<file path="config.mk">
export PLATFORM = sky130hd
export DESIGN_NAME = serial_frame_receiver_unit
export DESIGN_NICKNAME = d
export VERILOG_FILES = /design/src/hw/rtl/sfr_pkg.sv /design/src/hw/rtl/serial_frame_receiver_unit.sv /design/src/hw/rtl/sfr_ram.sv /design/src/hw/rtl/sfr_datapath.sv /design/src/hw/rtl/sfr_ctrl.sv
export SDC_FILE = /design/constraint.sdc
export NUM_CORES = 1
export LEC_CHECK = 0
export BUFFER_PORTS_ARGS = -buffer_cell sky130_fd_sc_hd__buf_2
export CAP_MARGIN = 5
export CORE_MARGIN = 1
export CORE_UTILIZATION = 55
export DETAILED_ROUTE_END_ITERATION = 8
export PLACE_DENSITY_LB_ADDON = 0.2
export SYNTH_ARGS = -nofsm -noshare
export SYNTH_HDL_FRONTEND = slang
export SYNTH_SLANG_ARGS = --single-unit
export TNS_END_PERCENT = 30
</file>
<file path="constraint.sdc">
create_clock -name clk -period 13.57 [get_ports clk]
set_input_delay 4.071 -clock clk [delete_from_list [all_inputs] [get_ports clk]]
set_output_delay 4.071 -clock clk [all_outputs]
set_load 0.02 [all_outputs]
</file>
<file path="src/hw/rtl/sfr_pkg.sv">
// Shared types and codes for the serial frame receiver.
// Item structs, operation/status/register codes, controller-datapath buses.
// No dependencies.
package sfr_pkg;

  // Operation codes of an input item
  localparam logic [1:0] OP_START = 2'd0;
  localparam logic [1:0] OP_BYTE  = 2'd1;
  localparam logic [1:0] OP_TICK  = 2'd2;

  // Result status codes
  localparam logic [2:0] ST_OK       = 3'd0;
  localparam logic [2:0] ST_TIMEOUT  = 3'd1;
  localparam logic [2:0] ST_LINE_ERR = 3'd2;
  localparam logic [2:0] ST_BAD_ARG  = 3'd3;
  localparam logic [2:0] ST_OVERFLOW = 3'd4;
  localparam logic [2:0] ST_FORMAT   = 3'd5;
  localparam logic [2:0] ST_TOO_LONG = 3'd6;
  localparam logic [2:0] ST_CHECKSUM = 3'd7;

  // Configuration register indexes
  localparam logic [1:0] CFG_HEADER   = 2'd0;
  localparam logic [1:0] CFG_TAIL     = 2'd1;
  localparam logic [1:0] CFG_IDLE_GAP = 2'd2;

  localparam logic [7:0] HEADER_RST   = 8'd170;
  localparam logic [7:0] TAIL_RST     = 8'd85;
  localparam logic [7:0] IDLE_GAP_RST = 8'd5;

  typedef struct packed {
    logic [1:0]  operation;
    logic [7:0]  rx_byte;
    logic        line_error;
    logic [31:0] limit_ticks;
  } sfr_in_t;

  typedef struct packed {
    logic [2:0] status;
    logic [7:0] address;
    logic [7:0] function_code;
    logic [5:0] pay_len;
    logic [7:0] payload_byte;
    logic [5:0] byte_index;
    logic       byte_valid;
    logic       last;
  } sfr_out_t;

  // Controller to datapath
  typedef struct packed {
    logic exec;        // consume the buffered item and update receive state
    logic load_evt;    // load the item's single result
    logic scan_rd;     // read the next stored byte for the frame check
    logic load_final;  // load the frame check's single result
    logic emit_rd;     // read the next payload byte
    logic emit_load;   // load one payload result
  } sfr_cmd_t;

  // Datapath to controller
  typedef struct packed {
    logic buf_valid;
    logic out_free;
    logic evt_res;
    logic evt_check;
    logic ptr_last;
    logic final_multi;
    logic emit_last;
  } sfr_sts_t;

endpackage

</file>
<file path="src/hw/rtl/serial_frame_receiver_unit.sv">
// Top level of the serial frame receiver: controller plus datapath.
// Depends on sfr_pkg, sfr_ctrl, sfr_datapath (and sfr_ram below it).
//
// Receives header/tail framed bytes with an 8-bit additive checksum. Items
// are start, byte and millisecond tick; an item is taken into a one-entry
// buffer, so a new item can be accepted while a result waits on the output.
// The buffer takes a new item only after the buffered one has executed.
// An item that ends a frame also starts the check, which walks the stored
// bytes one read per cycle through the store's single read port; a good
// frame with payload then delivers one payload result per byte (read, then
// load the output register once it is free). The frame store is not
// cleared after reset, so the block is ready at once.
module serial_frame_receiver_unit
  import sfr_pkg::*;
#(
  parameter int FRAME_MAX   = 64,
  parameter int PAYLOAD_MAX = 59
) (
  input  logic       clk,
  input  logic       rst_n,
  input  logic       in_valid,
  output logic       in_ready,
  input  sfr_in_t    in_data,
  output logic       out_valid,
  input  logic       out_ready,
  output sfr_out_t   out_data,
  input  logic       cfg_we,
  input  logic [1:0] cfg_index,
  input  logic [7:0] cfg_wdata
);

  sfr_cmd_t cmd;
  sfr_sts_t sts;

  sfr_ctrl u_ctrl (
    .clk   (clk),
    .rst_n (rst_n),
    .sts   (sts),
    .cmd   (cmd)
  );

  sfr_datapath #(
    .FRAME_MAX   (FRAME_MAX),
    .PAYLOAD_MAX (PAYLOAD_MAX)
  ) u_dp (
    .clk       (clk),
    .rst_n     (rst_n),
    .in_valid  (in_valid),
    .in_ready  (in_ready),
    .in_data   (in_data),
    .out_valid (out_valid),
    .out_ready (out_ready),
    .out_data  (out_data),
    .cfg_we    (cfg_we),
    .cfg_index (cfg_index),
    .cfg_wdata (cfg_wdata),
    .cmd       (cmd),
    .sts       (sts)
  );

  a_exec_needs_item : assert property (@(posedge clk) disable iff (!rst_n)
    cmd.exec |-> sts.buf_valid)
    else $error("item executed with empty buffer");

  a_one_load : assert property (@(posedge clk) disable iff (!rst_n)
    $onehot0({cmd.load_evt, cmd.load_final, cmd.emit_load}))
    else $error("more than one output load at once");

  a_load_free : assert property (@(posedge clk) disable iff (!rst_n)
    (cmd.load_evt || cmd.load_final || cmd.emit_load) |-> sts.out_free)
    else $error("output register overwritten");

  a_read_excl : assert property (@(posedge clk) disable iff (!rst_n)
    !(cmd.scan_rd && (cmd.emit_rd || cmd.exec)))
    else $error("scan read overlaps another operation");

endmodule

</file>
<file path="src/hw/rtl/sfr_ram.sv">
// Generic single-port-write, single-port-read RAM with registered read data.
// Read data holds while the read enable is low. No dependencies.
module sfr_ram #(
  parameter int WIDTH = 8,
  parameter int DEPTH = 64
) (
  input  logic                     clk,
  input  logic                     we,
  input  logic [$clog2(DEPTH)-1:0] waddr,
  input  logic [WIDTH-1:0]         wdata,
  input  logic                     re,
  input  logic [$clog2(DEPTH)-1:0] raddr,
  output logic [WIDTH-1:0]         rdata
);

  logic [WIDTH-1:0] mem [DEPTH];
  logic [WIDTH-1:0] rdata_r;

  always_ff @(posedge clk) begin
    if (we) begin
      mem[waddr] <= wdata;
    end
    if (re) begin
      rdata_r <= mem[raddr];
    end
  end

  assign rdata = rdata_r;

endmodule

</file>
<file path="src/hw/rtl/sfr_datapath.sv">
// Datapath of the serial frame receiver: config registers, input buffer,
// receive state, frame store, check captures and the output register.
// Depends on sfr_pkg and sfr_ram.
module sfr_datapath
  import sfr_pkg::*;
#(
  parameter int FRAME_MAX   = 64,
  parameter int PAYLOAD_MAX = 59
) (
  input  logic       clk,
  input  logic       rst_n,
  input  logic       in_valid,
  output logic       in_ready,
  input  sfr_in_t    in_data,
  output logic       out_valid,
  input  logic       out_ready,
  output sfr_out_t   out_data,
  input  logic       cfg_we,
  input  logic [1:0] cfg_index,
  input  logic [7:0] cfg_wdata,
  input  sfr_cmd_t   cmd,
  output sfr_sts_t   sts
);

  localparam int AW = $clog2(FRAME_MAX);
  localparam int CW = $clog2(FRAME_MAX + 1);
  localparam int XW = CW + 1;

  typedef enum logic [1:0] {MODE_IDLE, MODE_HUNT, MODE_COLLECT} mode_t;

  logic [7:0]  hdr_r, tail_r, gap_r;
  logic        buf_valid_r;
  sfr_in_t     buf_r;
  mode_t       mode_r, mode_nxt;
  logic [CW-1:0] count_r, count_nxt;
  logic [31:0] elapsed_r, elapsed_nxt, deadline_r, deadline_nxt, elapsed_inc;
  logic [7:0]  idle_r, idle_nxt, idle_inc;
  logic        expired;
  logic        evt_res, evt_check, wr_en;
  logic [2:0]  evt_code;
  logic [AW-1:0] wr_addr, rd_addr, ptr_r, rd_idx_r;
  logic        rd_vld_r;
  logic [7:0]  rdata;
  logic [7:0]  b0_r, b1_r, b2_r, sum_r, chk_r, tcap_r;
  logic [CW-1:0] k_r, plen_full;
  logic [XW-1:0] idx_x, cnt_x;
  logic        in_sum, is_chk, is_tail;
  logic        fmt_bad, too_long, cks_bad;
  logic [2:0]  final_code;
  logic        out_valid_r, out_load;
  sfr_out_t    out_r, out_nxt;

  sfr_ram #(.WIDTH(8), .DEPTH(FRAME_MAX)) u_store (
    .clk   (clk),
    .we    (cmd.exec & wr_en),
    .waddr (wr_addr),
    .wdata (buf_r.rx_byte),
    .re    (cmd.scan_rd | cmd.emit_rd),
    .raddr (rd_addr),
    .rdata (rdata)
  );

  assign elapsed_inc = (elapsed_r != '1) ? elapsed_r + 32'd1 : elapsed_r;
  assign idle_inc    = (idle_r != '1) ? idle_r + 8'd1 : idle_r;
  assign expired     = (deadline_r != '1) && (elapsed_inc >= deadline_r);

  // Effect of the buffered item on the receive state
  always_comb begin
    mode_nxt     = mode_r;
    count_nxt    = count_r;
    elapsed_nxt  = elapsed_r;
    deadline_nxt = deadline_r;
    idle_nxt     = idle_r;
    evt_res      = 1'b0;
    evt_code     = ST_OK;
    evt_check    = 1'b0;
    wr_en        = 1'b0;
    wr_addr      = count_r[AW-1:0];
    unique case (buf_r.operation)
      OP_START: begin
        count_nxt    = '0;
        elapsed_nxt  = '0;
        idle_nxt     = '0;
        deadline_nxt = buf_r.limit_ticks;
        if (buf_r.limit_ticks == '0) begin
          evt_res  = 1'b1;
          evt_code = ST_BAD_ARG;
          mode_nxt = MODE_IDLE;
        end else begin
          mode_nxt = MODE_HUNT;
        end
      end
      OP_BYTE: begin
        if (mode_r != MODE_IDLE) begin
          if (buf_r.line_error) begin
            evt_res  = 1'b1;
            evt_code = ST_LINE_ERR;
            mode_nxt = MODE_IDLE;
          end else if (mode_r == MODE_HUNT) begin
            if (buf_r.rx_byte == hdr_r) begin
              wr_en     = 1'b1;
              wr_addr   = '0;
              count_nxt = CW'(1);
              idle_nxt  = '0;
              mode_nxt  = MODE_COLLECT;
            end
          end else if (count_r >= CW'(FRAME_MAX)) begin
            evt_check = 1'b1;
            mode_nxt  = MODE_IDLE;
          end else begin
            wr_en     = 1'b1;
            count_nxt = count_r + CW'(1);
            idle_nxt  = '0;
            // full store ends the frame at once
            if (count_r == CW'(FRAME_MAX - 1)) begin
              mode_nxt = MODE_IDLE;
              if (buf_r.rx_byte != tail_r) begin
                evt_res  = 1'b1;
                evt_code = ST_OVERFLOW;
              end else begin
                evt_check = 1'b1;
              end
            end
          end
        end
      end
      OP_TICK: begin
        if (mode_r != MODE_IDLE) begin
          elapsed_nxt = elapsed_inc;
          if (mode_r == MODE_HUNT) begin
            if (expired) begin
              evt_res  = 1'b1;
              evt_code = ST_TIMEOUT;
              mode_nxt = MODE_IDLE;
            end
          end else begin
            idle_nxt = idle_inc;
            if (expired || (idle_inc >= gap_r)) begin
              evt_check = 1'b1;
              mode_nxt  = MODE_IDLE;
            end
          end
        end
      end
      default: ;
    endcase
  end

  // Frame check decode from the captured bytes
  assign plen_full  = count_r - CW'(5);
  assign idx_x      = XW'(rd_idx_r);
  assign cnt_x      = XW'(count_r);
  assign in_sum     = (idx_x + XW'(2)) < cnt_x;
  assign is_chk     = (idx_x + XW'(2)) == cnt_x;
  assign is_tail    = (idx_x + XW'(1)) == cnt_x;
  assign fmt_bad    = (count_r < CW'(5)) || (b0_r != hdr_r) || (tcap_r != tail_r);
  assign too_long   = 32'(count_r) > (32'(PAYLOAD_MAX) + 32'd5);
  assign cks_bad    = chk_r != sum_r;
  assign final_code = fmt_bad ? ST_FORMAT : too_long ? ST_TOO_LONG :
                      cks_bad ? ST_CHECKSUM : ST_OK;

  assign rd_addr = cmd.emit_rd ? AW'(k_r + CW'(3)) : ptr_r;

  always_comb begin
    out_nxt      = '0;
    out_nxt.last = 1'b1;
    if (cmd.emit_load) begin
      out_nxt.status         = ST_OK;
      out_nxt.address        = b1_r;
      out_nxt.function_code  = b2_r;
      out_nxt.pay_len        = 6'(plen_full);
      out_nxt.payload_byte   = rdata;
      out_nxt.byte_index     = 6'(k_r);
      out_nxt.byte_valid     = 1'b1;
      out_nxt.last           = sts.emit_last;
    end else if (cmd.load_final) begin
      out_nxt.status = final_code;
      if (final_code == ST_OK) begin
        out_nxt.address       = b1_r;
        out_nxt.function_code = b2_r;
      end
    end else begin
      out_nxt.status = evt_code;
    end
  end

  assign out_load = cmd.load_evt | cmd.load_final | cmd.emit_load;

  always_ff @(posedge clk) begin
    if (!rst_n) begin
      hdr_r       <= HEADER_RST;
      tail_r      <= TAIL_RST;
      gap_r       <= IDLE_GAP_RST;
      buf_valid_r <= 1'b0;
      mode_r      <= MODE_IDLE;
      count_r     <= '0;
      elapsed_r   <= '0;
      deadline_r  <= '0;
      idle_r      <= '0;
      rd_vld_r    <= 1'b0;
      out_valid_r <= 1'b0;
    end else begin
      if (cfg_we) begin
        unique case (cfg_index)
          CFG_HEADER:   hdr_r  <= cfg_wdata;
          CFG_TAIL:     tail_r <= cfg_wdata;
          CFG_IDLE_GAP: gap_r  <= cfg_wdata;
          default: ;
        endcase
      end
      if (in_valid && in_ready) begin
        buf_valid_r <= 1'b1;
      end else if (cmd.exec) begin
        buf_valid_r <= 1'b0;
      end
      if (cmd.exec) begin
        mode_r     <= mode_nxt;
        count_r    <= count_nxt;
        elapsed_r  <= elapsed_nxt;
        deadline_r <= deadline_nxt;
        idle_r     <= idle_nxt;
      end
      rd_vld_r <= cmd.scan_rd;
      if (out_load) begin
        out_valid_r <= 1'b1;
      end else if (out_ready) begin
        out_valid_r <= 1'b0;
      end
    end
  end

  always_ff @(posedge clk) begin
    if (in_valid && in_ready) begin
      buf_r <= in_data;
    end
    if (cmd.exec) begin
      ptr_r <= '0;
      k_r   <= '0;
      sum_r <= '0;
    end else begin
      if (cmd.scan_rd) begin
        ptr_r <= ptr_r + AW'(1);
      end
      if (cmd.emit_load) begin
        k_r <= k_r + CW'(1);
      end
      if (rd_vld_r && in_sum) begin
        sum_r <= sum_r + rdata;
      end
    end
    if (cmd.scan_rd) begin
      rd_idx_r <= ptr_r;
    end
    if (rd_vld_r) begin
      if (rd_idx_r == AW'(0)) b0_r <= rdata;
      if (rd_idx_r == AW'(1)) b1_r <= rdata;
      if (rd_idx_r == AW'(2)) b2_r <= rdata;
      if (is_chk)  chk_r  <= rdata;
      if (is_tail) tcap_r <= rdata;
    end
    if (out_load) begin
      out_r <= out_nxt;
    end
  end

  assign in_ready  = !buf_valid_r;
  assign out_valid = out_valid_r;
  assign out_data  = out_r;

  assign sts.buf_valid   = buf_valid_r;
  assign sts.out_free    = !out_valid_r || out_ready;
  assign sts.evt_res     = evt_res;
  assign sts.evt_check   = evt_check;
  assign sts.ptr_last    = CW'(ptr_r) == (count_r - CW'(1));
  assign sts.final_multi = (final_code == ST_OK) && (plen_full != '0);
  assign sts.emit_last   = (k_r + CW'(1)) == plen_full;

endmodule

</file>
<file path="src/hw/rtl/sfr_ctrl.sv">
// Controller of the serial frame receiver: sequences item execution,
// the frame check scan and the payload run. Depends on sfr_pkg.
module sfr_ctrl
  import sfr_pkg::*;
(
  input  logic     clk,
  input  logic     rst_n,
  input  sfr_sts_t sts,
  output sfr_cmd_t cmd
);

  typedef enum logic [2:0] {
    S_IDLE, S_SCAN, S_SCAN_END, S_DECIDE, S_EMIT_RD, S_EMIT_WR
  } state_t;

  state_t state_r, state_nxt;

  always_comb begin
    state_nxt = state_r;
    cmd       = '0;
    unique case (state_r)
      S_IDLE: begin
        // hold an item that gives a result until the output register frees
        cmd.exec     = sts.buf_valid && (sts.out_free || !sts.evt_res);
        cmd.load_evt = cmd.exec && sts.evt_res;
        if (cmd.exec && sts.evt_check) begin
          state_nxt = S_SCAN;
        end
      end
      S_SCAN: begin
        cmd.scan_rd = 1'b1;
        if (sts.ptr_last) begin
          state_nxt = S_SCAN_END;
        end
      end
      S_SCAN_END: state_nxt = S_DECIDE;
      S_DECIDE: begin
        if (sts.final_multi) begin
          state_nxt = S_EMIT_RD;
        end else if (sts.out_free) begin
          cmd.load_final = 1'b1;
          state_nxt      = S_IDLE;
        end
      end
      S_EMIT_RD: begin
        cmd.emit_rd = 1'b1;
        state_nxt   = S_EMIT_WR;
      end
      S_EMIT_WR: begin
        if (sts.out_free) begin
          cmd.emit_load = 1'b1;
          state_nxt     = sts.emit_last ? S_IDLE : S_EMIT_RD;
        end
      end
      default: state_nxt = S_IDLE;
    endcase
  end

  always_ff @(posedge clk) begin
    if (!rst_n) begin
      state_r <= S_IDLE;
    end else begin
      state_r <= state_nxt;
    end
  end

endmodule
</file>
# After elaboration in Yosys (flattened, before gate mapping)
# Memories as Yosys holds them, arrays and structs flattened. A register that Yosys moved wholly into a read port is not among the register bits.
# Cells that the tools add are included.
[totals]
regBits = 262
ram_bits = 512
inputBits = 58
output_inout_bits = 43
word_cells = 238
memories = 1
[classes]
addsub = 11
magnitude_cmp = 6
eq_ne = 39
muxes = 102
bitwise = 4
reduce_logical = 42
[memory_table]
columns = ["name", "depth", "width", "read_ports", "rd_clocked_by_memory_dff", "write_ports", "line", "source"]
rows = [
  ["u_dp.u_store.mem", 64, 8, 1, 1, 1, "sfr_ram.sv:16", "logic [WIDTH-1:0] mem [DEPTH];"],
]
[ops]
columns = ["cell", "count"]
rows = [
  ["two-way mux 32 bit", 2],
  ["two-way mux 8 bit", 8],
  ["!= test 32 bit (second input constant)", 2],
  ["case mux 32 bit (2 select lines)", 1],
  ["two-way mux 3 bit", 18],
  ["two-way mux 16 bit", 3],
  ["two-way mux 1 bit", 39],
  ["two-way mux 6 bit", 6],
  ["two-way mux 7 bit", 5],
  ["adder 32 x 1 -> 32 bit (second input constant)", 1],
  ["greater-or-equal comparator 32 bit", 1],
  ["logical NOT 32 bit", 1],
  ["!= test 8 bit", 4],
  ["two-way mux 2 bit", 13],
  ["case mux 8 bit (3 select lines)", 1],
  ["case mux 3 bit (6 select lines)", 1],
  ["AND reduction 2 bit", 9],
  ["== test 8 x 7 -> 1 bit", 2],
  ["AND reduction 8 bit", 2],
  ["adder 7 x 1 -> 7 bit (second input constant)", 2],
  ["case mux 7 bit (2 select lines)", 1],
  ["nonzero test 2 bit", 5],
  ["!= test 3 x 2 -> 1 bit (second input constant)", 3],
  ["case mux 3 bit (3 select lines)", 1],
  ["other kinds (47)", 73],
]

# Logic depth before layout (Yosys ltp)
# Gate-level depths: netlist of run 1.
[depth]
word_depth = 16
depth_mapped = 21
ltp_nobuf = 16

# By module
# From an unflattened synthesis of run 1, not the netlist that was laid out.
[unflattened]
cells_unflattened = 2323
hier_area_um2 = 33727.3
[by_module_without_submodules]
columns = ["module", "instances", "cells_each", "area_each_um2", "seq_area_each_um2"]
rows = [
  ["sfr_ram", 1, 972, 20270.7, 15615.0],
  ["sfr_datapath", 1, 1315, 13175.1, 6486.2],
  ["sfr_ctrl", 1, 36, 281.5, 60.1],
]

# Worst setup path after synthesis of run 1
# Ideal clock, no wire load.
[synth_timing]
path_kind = "in2reg"
startpoint = "input port out_ready"
endpoint = "memory u_dp.u_store.mem[54][0] (enable)"
setup_time_ns = 0.395
t_arrival_ns = 6.210
required_ns = 13.175
path_slack_ns = 6.966
cell_stages = 7
path_buffers = 1
path_cell_list = "nand2b_1 > nor2_1 > a22oi_1 > and3_1 > buf_4 > nand2_1 > nor4_1"
[synth_between]
elab_chain_cells = 7
[synth_rtl]
columns = ["item", "line", "source"]
rows = [
  ["start: declaration", "serial_frame_receiver_unit.sv:25", "input logic out_ready,"],
  ["logical OR 1 bit", "sfr_datapath.sv:271", "assign sts.out_free = !out_valid_r || out_ready;"],
  ["logical OR 1 bit", "sfr_ctrl.sv:24", "cmd.exec = sts.buf_valid && (sts.out_free || !sts.evt_res);"],
  ["logical AND 1 bit", "sfr_ctrl.sv:24", ""],
  ["two-way mux 2 bit", "sfr_ctrl.sv:21", "unique case (state_r)"],
  ["bitwise AND 1 bit", "sfr_datapath.sv:55", ".we (cmd.exec & wr_en),"],
  ["two-way mux 1 bit", "sfr_ram.sv:20", "if (we) begin"],
  ["two-way mux 1 bit (implied by the code)", "sfr_ram.sv:21", "mem[waddr] <= wdata;"],
  ["end: declaration", "sfr_ram.sv:16", ""],
]
# Every way passes these cells.

# Worst setup path in the final report of run 1
[layout_timing]
startpoint = "input port out_ready"
endpoint = "memory u_dp.u_store.mem[9][7] (enable)"
# Same word-level chain as after synthesis.

==> impl_metrics.toml, run 1 <==
[outcome]
status = "completed"

[logic_synthesis]
synthCells = 2279
synth_top_area_share = 0.575
async_reset_ff_frac = 0
syn_avg_cell_area_sq_um = 14.9
netlist_area_sq_um = 33900
syn-num-nets = 2409
synth_seq_area_share = 0.653
yosysWarningCount = 0
synth_area_leader_cell = "edfxtp_1"
ys_top_cells_by_count = "edfxtp_1 (650), mux2i_1 (156), nand2_1 (141), nor2_1 (134), dfxtp_1 (132)"
synth_ff_type = "edfxtp_1"
yosys.cell_count.top_type = "edfxtp_1"
synth-seq-cells = 782
synth_edf_count = 650
yosysUniqueCellTypes = 79
synth_area_leaders = "edfxtp_1 (57%), mux4_2 (8.5%), dfxtp_1 (7.8%), mux2i_1 (4.6%), ha_1 (2.6%)"

[critical_path]
worstSetupEndpointType = "flop"
crit_slowest_cell = "nor3_1"
path_buf_inv = 2
critPathKind = "primary input to flop"
cp_data_arrival_time_ns = 8.21
worstPathCellList = "buf_2 > nand2b_1 > nor2_1 > a22oi_1 > and3_2 > buf_4 > nand4_2 > nor3_1"
slowest_delay_ns = 1.25
worst-path-max-fanout = 76
startpoint_type = "primary input"
r2r_setup_slack_ns = 5.97
rr_startpoint = "u_dp.elapsed_r[6]$_SDFFE_PN0P_"
cp-startpoint = "out_ready"
required_ns = 13.80
critPathTopFamily = "simple AND/OR/NAND/NOR gates"

[pwr]
ir_drop_mv = 0.126
powerDensity_nw_per_um2 = 129
p_total_mw = 4.88
power_leakage_nw = 13.5

[route]
drc_errors = 0
avgRoutedWirePerCell_um = 25.2
wirelength_um = 81200
via_count = 20200
drt_first_pass_iters = 6
via_per_inst = 6.25
drt_iter0_drc = 2220
route.antenna.remaining_nets = 0

[sta]
layout_setup_ws_ns = 5.60
setup_violations = 0
tns_ns = 0
hold_violations = 0
drv_slew = 0
rsz0062_at_grt = "no"
period_share = 0.588
tightest_slew_ns = 1.31
min_period_ns = 7.97
slew_headroom = 0.125
fmax_ghz = 0.125
fin_skew_ns = 0.0183

[finish]
fillers = 4461
fin_util = 0.622
diodes = 0
drive_gt1_frac = 0.169
finalNetCount = 2510
area_delta_synth_final_pct = 11.3

[clock_tree]
clock_latency_ns = 0.62
cts-buffers-inserted = 80
clk_pin_slew_ns = 0.06
cts_tree = "built"
clockBufferDepth = 3
ctsResizeCount = 0
hold_buffers = 0
cts_setup_buffers = 0
h-tree-depth = 3
cts.sinks = 782
clock-root-buffer = "clkbuf_16"

[placed_design]
gp_congestion = 0.884
port-buffer-count = 100
dp_slack_ns = 5.02
dp.final_hpwl_um = 51800

[grt]
grt_pass1_wl_um = 123000
grt_overflow = 0
first_global_vias = 20100
grt_usage = 0.263
grt_start_max_net_pins = 129
antenna_found_initial = 0

[hold_path]
hold_path_class = "flop to flop"
hold_start = "u_dp.deadline_r[15]$_SDFFE_PN0P_"

[floorplan]
pin_count = 101
initial_utilization = 0.559
dieWidth_um = 250
num_rows = 90
die_y_um = 250
die_area_sq_um = 62700
coreArea_sq_um = 60700

[run]
maxCapViolCount = 0
[metal layers]
layer  wire length (um)  share of wire  GRT usage  vias to the layer above
met3               5330          0.066     0.0424                      154
li1                   -              -          -                     8949
met4               2440          0.030     0.0848                        0
met2              40000           0.49      0.436                      848
met1              33500           0.41      0.358                    10200
met5                  0              0          0                        -
[worst reg2reg max path, stage by stage (launching register included)]
cell and delay, ns:
dfxtp_1 0.46, nand4_1 0.20, nor4_1 0.67, and4b_1 0.58
nor2_1 0.21, nand2_1 0.29, nor3_1 0.11, nand2b_1 0.16
ha_1 0.31, nand2_1 0.06, o21ai_0 0.10, a221o_1 0.30
o31a_1 0.34, o2111ai_4 0.29, and3_2 0.22, buf_4 0.71
nand4_2 0.98, nor3_1 1.25
[state kept, by name, indices dropped and copies added (netlist names), 3 cells and up]
signal,count
u_ctrl.state_r,3
u_dp.b0_r,8
u_dp.b1_r,8
u_dp.b2_r,8
u_dp.buf_r,43
u_dp.chk_r,8
u_dp.count_r,7
u_dp.deadline_r,32
u_dp.elapsed_r,32
u_dp.gap_r,8
u_dp.hdr_r,8
u_dp.idle_r,8
u_dp.k_r,7
u_dp.out_data,41
u_dp.ptr_r,6
u_dp.rd_idx_r,6
u_dp.sum_r,8
u_dp.tail_r,8
u_dp.tcap_r,8
u_dp.u_store.mem,512
u_dp.u_store.rdata,8
[power breakdown]
group / internal, mW / switching [mW]
clock network: 1.23 / 0.893
registers: 2.61 / 0.0125
logic: 0.0318 / 0.0975
total: 3.88 / 1.00
[kinds of logic (layout without fill, tap and decap cells)]
family / Yosys count / after routing / synth area share
xor+xnor: 123 / 123 / 0.0317
buf+inv: 184 / 348 / 0.0229
compound gates: 236 / 236 / 0.0462
flops: 782 / 782 / 0.653
simple gates: 596 / 596 / 0.0880
fa+ha+maj: 72 / 72 / 0.0268
mux: 286 / 286 / 0.132
[layout by cell type, fill, tap and decap left out, types with 41 or more instances in the layout]
cell type	Yosys	routed
edfxtp_1	650	650
mux2i_1	156	155
nand2_1	141	141
nor2_1	134	134
dfxtp_1	132	132
mux4_2	128	128
buf_2	52	101
clkbuf_16	0	84
nand3_1	82	82
a21oi_1	82	81
ha_1	71	71
xnor2_1	69	69
inv_1	65	64
xor2_1	54	54
nor3_1	44	44
nand4_1	43	43
o21ai_0	43	41
[layout make-up]
cell class,instances,area [sq um],area share
multi-input cells,1313,11100,0.293
flip-flops and latches,782,22200,0.587
clock buffers,104,2190,0.0579
clock inverters,41,337,0.00891
well taps,782,978,0.0259
inverters,67,251,0.00666
repair buffers,136,781,0.0207
[worst paths after layout]
check / to / cells past startpoint
max: u_dp.u_store.mem[9][7]$_DFFE_PP_ / 8
max reg2reg: u_dp.u_store.mem[9][7]$_DFFE_PP_ / 17
min: u_dp.deadline_r[15]$_SDFFE_PN0P_ / 2
min reg2reg: u_dp.deadline_r[15]$_SDFFE_PN0P_ / 2
[metrics by stage]
| step | hold WS (ns) | instance area [sq um] | cells |
|---|---|---|---|
| final | 0.481 | 37800 | 3225 |
| after floorplan | 0.406 | 33900 | 2279 |
| after global placement | 0.463 | 35300 | 3079 |
| after detailed placement | 0.473 | 35300 | 3079 |
| after global routing | 0.504 | 37800 | 3225 |
| after CTS | 0.481 | 37800 | 3224 |
(Power assumes the default switching activity.)
==> inputs of run 2 (changes only) <==
==> constraint.sdc (replaced) <==
create_clock -name clk -period 7.9 [get_ports clk]
set_input_delay 2.37 -clock clk [delete_from_list [all_inputs] [get_ports clk]]
set_output_delay 2.37 -clock clk [all_outputs]
set_load 0.02 [all_outputs]
==> impl_metrics.toml, run 2 (synthesis results as in run 1) <==
[sta]
slew_headroom = 0.122
setup_violations = 0
tightest_slew_ns = 1.31
fmax_ghz = 0.141
drv_slew = 0
min_period_ns = 7.11
rsz0062_at_grt = "no"
fin_skew_ns = 0.0328
tns_ns = 0
period_share = 0.900
hold_violations = 0

[critical_path]
rr_startpoint = "u_dp.elapsed_r[6]$_SDFFE_PN0P_"
worstPathCellList = "nand4_1 > nor4_1 > and4b_1 > nor2_1 > nand2_1 > nor2_1 > xnor2_1 > ha_1 > nand4_1 > nor3_1 > a221o_1 > o31a_1 > o2111ai_4 > and3_2 > buf_4 > nand2_1 > a211oi_1"
worstSetupEndpointType = "flop"
path_buf_inv = 1
cp_data_arrival_time_ns = 7.36
crit_slowest_cell = "a211oi_1"
critPathTopFamily = "simple AND/OR/NAND/NOR gates"
startpoint_type = "flop"
critPathKind = "flop to flop"
worst-path-max-fanout = 71
cp-startpoint = "u_dp.elapsed_r[6]$_SDFFE_PN0P_"
required_ns = 8.15
slowest_delay_ns = 1.17

[finish]
top_register = "u_dp.u_store.mem"
drive_gt1_frac = 0.170
area_delta_synth_final_pct = 11.4
layout_common_cells = "edfxtp_1 (650), mux2i_1 (155), nand2_1 (141)"
largest_register_ffs = 512
fin_cells = 3228
diodes = 0
finalNetCount = 2513
fillers = 4417
final_common_cell = "edfxtp_1"

[placed_design]
port-buffer-count = 100
gp_congestion = 0.947
placed_cells = 3079
dp.final_hpwl_um = 49800

[hold_path]
hold_path_class = "flop to flop"
hold_start = "u_dp.deadline_r[12]$_SDFFE_PN0P_"

[clock_tree]
hold_buffers = 0
ctsResizeCount = 0
h-tree-depth = 3
clock_latency_ns = 0.64
clk_pin_slew_ns = 0.06
cts-buffers-inserted = 80
clockBufferDepth = 3
cts.sinks = 782
clock-root-buffer = "clkbuf_16"
cts_setup_buffers = 0
cts_tree = "built"

[grt]
first_global_vias = 19900
grt_start_max_net_pins = 129
antenna_found_initial = 0
grt_usage = 0.256
grt_pass1_wl_um = 121000
grt_overflow = 0

[floorplan]
pin_count = 101
coreArea_sq_um = 60700
die_y_um = 250
num_rows = 90
initial_utilization = 0.559
die_area_sq_um = 62700
dieWidth_um = 250

[pwr]
power_leakage_nw = 13.5
powerDensity_nw_per_um2 = 222
ir_drop_mv = 0.186

[route]
route.antenna.remaining_nets = 0
avgRoutedWirePerCell_um = 24.5
via_per_inst = 6.19
wirelength_um = 79200
via_count = 20000
drt_first_pass_iters = 7
drt_iter0_drc = 1963
drc_errors = 0

[run]
maxCapViolCount = 0

[outcome]
status = "completed"
==> run 2: changes by cell type in the layout (fill, tap and decap cells not counted), sizes merged <==
cell | before | now
buf | 136 | 137
bufinv | 5 | 6
clkinv | 33 | 30
inv | 67 | 71
==> run 2: tightest hold or removal path, stage by stage (launching register included) <==
cell	delay, ns
dfxtp_1	0.32
nand2_1	0.06
a21oi_1	0.05
==> run 2: path summary, 6_finish.rpt <==
check                                           end  slack [ns]  cells after the start
setup / recovery  u_dp.u_store.mem[48][2]$_DFFE_PP_        0.79                     17
hold / removal     u_dp.deadline_r[12]$_SDFFE_PN0P_        0.48                      2
hold reg to reg    u_dp.deadline_r[12]$_SDFFE_PN0P_        0.48                      2
setup reg to reg  u_dp.u_store.mem[48][2]$_DFFE_PP_        0.79                     17
==> run 2: per-layer routing <==
layer,global-route usage,share of wire,vias to the layer above
li1,-,-,8989
met1,0.360,0.43,10200
met2,0.416,0.48,728
met3,0.0402,0.062,122
met4,0.0736,0.027,0
met5,0,0,-
==> run 2: final cells by class <==
cell class              instances  area [sq um]  area share
clock inverters                43           403      0.0107
clock buffers                 102          2120      0.0562
multi-input cells            1313         11100       0.293
flip-flops and latches        782         22200       0.586
well taps                     782           978      0.0259
inverters                      67           251     0.00665
repair buffers                139           816      0.0216
==> run 2: power breakdown <==
group | switching, mW | internal, mW
sequential | 0.0244 | 4.49
clock | 1.56 | 2.11
combinational | 0.159 | 0.0531
total | 1.75 | 6.65
==> run 2: per-stage QoR <==
step                      utilization  hold WS (ns)  instance area [sq um]  worst slack (ns)  power [mW]
after global placement          0.581         0.466                  35300              1.26        4.80
after detailed placement        0.581         0.471                  35300             0.887        4.81
after CTS                       0.623         0.479                  37800             0.902        8.44
final                           0.623         0.477                  37800             0.789        8.40
after global routing            0.623         0.498                  37800             0.411        8.61
after floorplan                     -         0.406                  33900              2.81        4.71
==> inputs of run 3 (changes only) <==
--- a/config.mk
+++ b/config.mk
@@ -10,6 +10,7 @@
 export CORE_MARGIN = 1
 export CORE_UTILIZATION = 55
 export DETAILED_ROUTE_END_ITERATION = 8
+export MAX_ROUTING_LAYER = met4
 export PLACE_DENSITY_LB_ADDON = 0.2
 export SYNTH_ARGS = -nofsm -noshare
 export SYNTH_HDL_FRONTEND = slang
==> impl_metrics.toml, run 3 (synthesis results as in run 1) <==
[outcome]
status = "completed"

[clock_tree]
clock-root-buffer = "clkbuf_16"
cts_setup_buffers = 0
ctsResizeCount = 0
clockBufferDepth = 3
hold_buffers = 0
h-tree-depth = 3
clock_latency_ns = 0.64
cts_tree = "built"
clk_pin_slew_ns = 0.06
cts-buffers-inserted = 81
cts.sinks = 782

[finish]
area_delta_synth_final_pct = 11.7
finalNetCount = 2514
final_common_cell = "edfxtp_1"
layout_common_cells = "edfxtp_1 (650), mux2i_1 (155), nand2_1 (141)"
diodes = 0
drive_gt1_frac = 0.171
top_register = "u_dp.u_store.mem"
largest_register_ffs = 512

[sta]
fin_skew_ns = 0.0203
hold_violations = 0
hold_slack_ns = 0.474
fmax_ghz = 0.145
slew_headroom = 0.178
period_share = 0.870
min_period_ns = 6.87
tns_ns = 0
drv_slew = 0
tightest_slew_ns = 1.22
rsz0062_at_grt = "no"
setup_violations = 0

[placed_design]
gp_congestion = 0.962
port-buffer-count = 100
dp.final_hpwl_um = 49000

[grt]
grt_usage = 0.262
first_global_vias = 19900
antenna_found_initial = 0
grt_overflow = 0
grt_pass1_wl_um = 120000
grt_start_max_net_pins = 129

[floorplan]
initial_utilization = 0.559
pin_count = 101
coreArea_sq_um = 60700
num_rows = 90
die_area_sq_um = 62700
die_y_um = 250
dieWidth_um = 250

[route]
route.antenna.remaining_nets = 0
wirelength_um = 78500
avgRoutedWirePerCell_um = 24.3
via_count = 20000
via_per_inst = 6.19
drc_errors = 0
drt_first_pass_iters = 5
drt_iter0_drc = 1870

[hold_path]
hold_path_class = "flop to flop"

[critical_path]
cp_data_arrival_time_ns = 7.11
worst-path-max-fanout = 70
worstSetupEndpointType = "flop"
path_common_cell = "nand2_1"
slowest_delay_ns = 1.04
critPathTopFamily = "simple AND/OR/NAND/NOR gates"
path_buf_inv = 1
critPathKind = "flop to flop"
required_ns = 8.14
worstPathCellList = "nand4_1 > nor4_1 > and4b_1 > nor2_1 > nand2_1 > nor3_1 > nand2b_1 > ha_1 > nand2_1 > o21ai_0 > a221o_1 > o31a_1 > o2111ai_4 > and3_2 > buf_4 > nand2_1 > nor4_2"
crit_slowest_cell = "nor4_2"
startpoint_type = "flop"

[pwr]
p_int_mw = 6.77
combinationalPowerShare = 0.025
p_seq_frac = 0.530
switchingPower_mw = 1.75
switching_share = 0.205
clkPwrFrac = 0.445
powerDensity_nw_per_um2 = 225
power_leakage_nw = 13.5
ir_drop_mv = 0.223

[run]
maxCapViolCount = 0
[run 3: cell count changes in the layout (fill, tap and decap cells not counted), moves of 2 or more]
cell / before / now
clkinvlp_4: 3 / 5
bufinv_16: 6 / 10
clkinv_2: 10 / 6
clkbuf_8: 4 / 0
clkbuf_1: 18 / 24
inv_6: 3 / 5
inv_16: 2 / 0
clkinv_1: 19 / 13
[run 3: per-layer routing]
metal	vias to the layer above	wire, um	track usage	part of all wire
met2	731	37500	0.406	0.48
met1	10100	33500	0.357	0.43
met3	153	5380	0.0459	0.069
met4	0	2150	0.0764	0.027
met5	-	0	-	0
li1	8979	-	-	-
[run 3: final timing paths]
path,to,slack [ns],from,cells past startpoint
max,u_dp.u_store.mem[54][1]$_DFFE_PP_,1.03,u_dp.elapsed_r[6]$_SDFFE_PN0P_,17
min,u_dp.deadline_r[23]$_SDFFE_PN0P_,0.47,u_dp.deadline_r[23]$_SDFFE_PN0P_,2
max reg2reg,u_dp.u_store.mem[54][1]$_DFFE_PP_,1.03,u_dp.elapsed_r[6]$_SDFFE_PN0P_,17
min reg2reg,u_dp.deadline_r[23]$_SDFFE_PN0P_,0.47,u_dp.deadline_r[23]$_SDFFE_PN0P_,2
[run 3: layout make-up]
cell class | instances | area (sq um)
Clock buffer | 105 | 2120
Fill cell | 4429 | 22800
Inverter | 67 | 251
Tap cell | 782 | 978
Sequential cell | 782 | 22200
Timing Repair Buffer | 139 | 818
Clock inverter | 42 | 503
Multi-Input combinational cell | 1313 | 11100
[run 3: power by group through the flow]
stage	logic (mW)	clock network, mW	registers [mW]
2_1_floorplan	0.100	0	4.61
3_3_place_gp	0.204	0	4.60
3_5_place_dp	0.211	0	4.60
4_1_cts	0.211	3.85	4.51
5_1_grt	0.229	4.00	4.51
6_report	0.211	3.79	4.51
[run 3: stage by stage]
step | total power, mW | setup slack, ns | cells | utilization | area, sq um
after global placement | 4.80 | 1.42 | 3081 | 0.581 | 35300
after global routing | 8.74 | 0.705 | 3230 | 0.625 | 37900
after detailed placement | 4.81 | 1.25 | 3081 | 0.581 | 35300
after CTS | 8.57 | 1.19 | 3228 | 0.624 | 37900
after floorplan | 4.71 | 2.81 | 2279 | - | 33900
final | 8.52 | 1.03 | 3230 | 0.625 | 37900
[run 3: worst register-to-register path, delay by kind of cell (launching register included)]
kind	cells	cell delay, ns
compound gates	4	1.03
fa+ha+maj	1	0.31
buf+inv	1	0.72
flops	1	0.46
simple gates	11	3.95
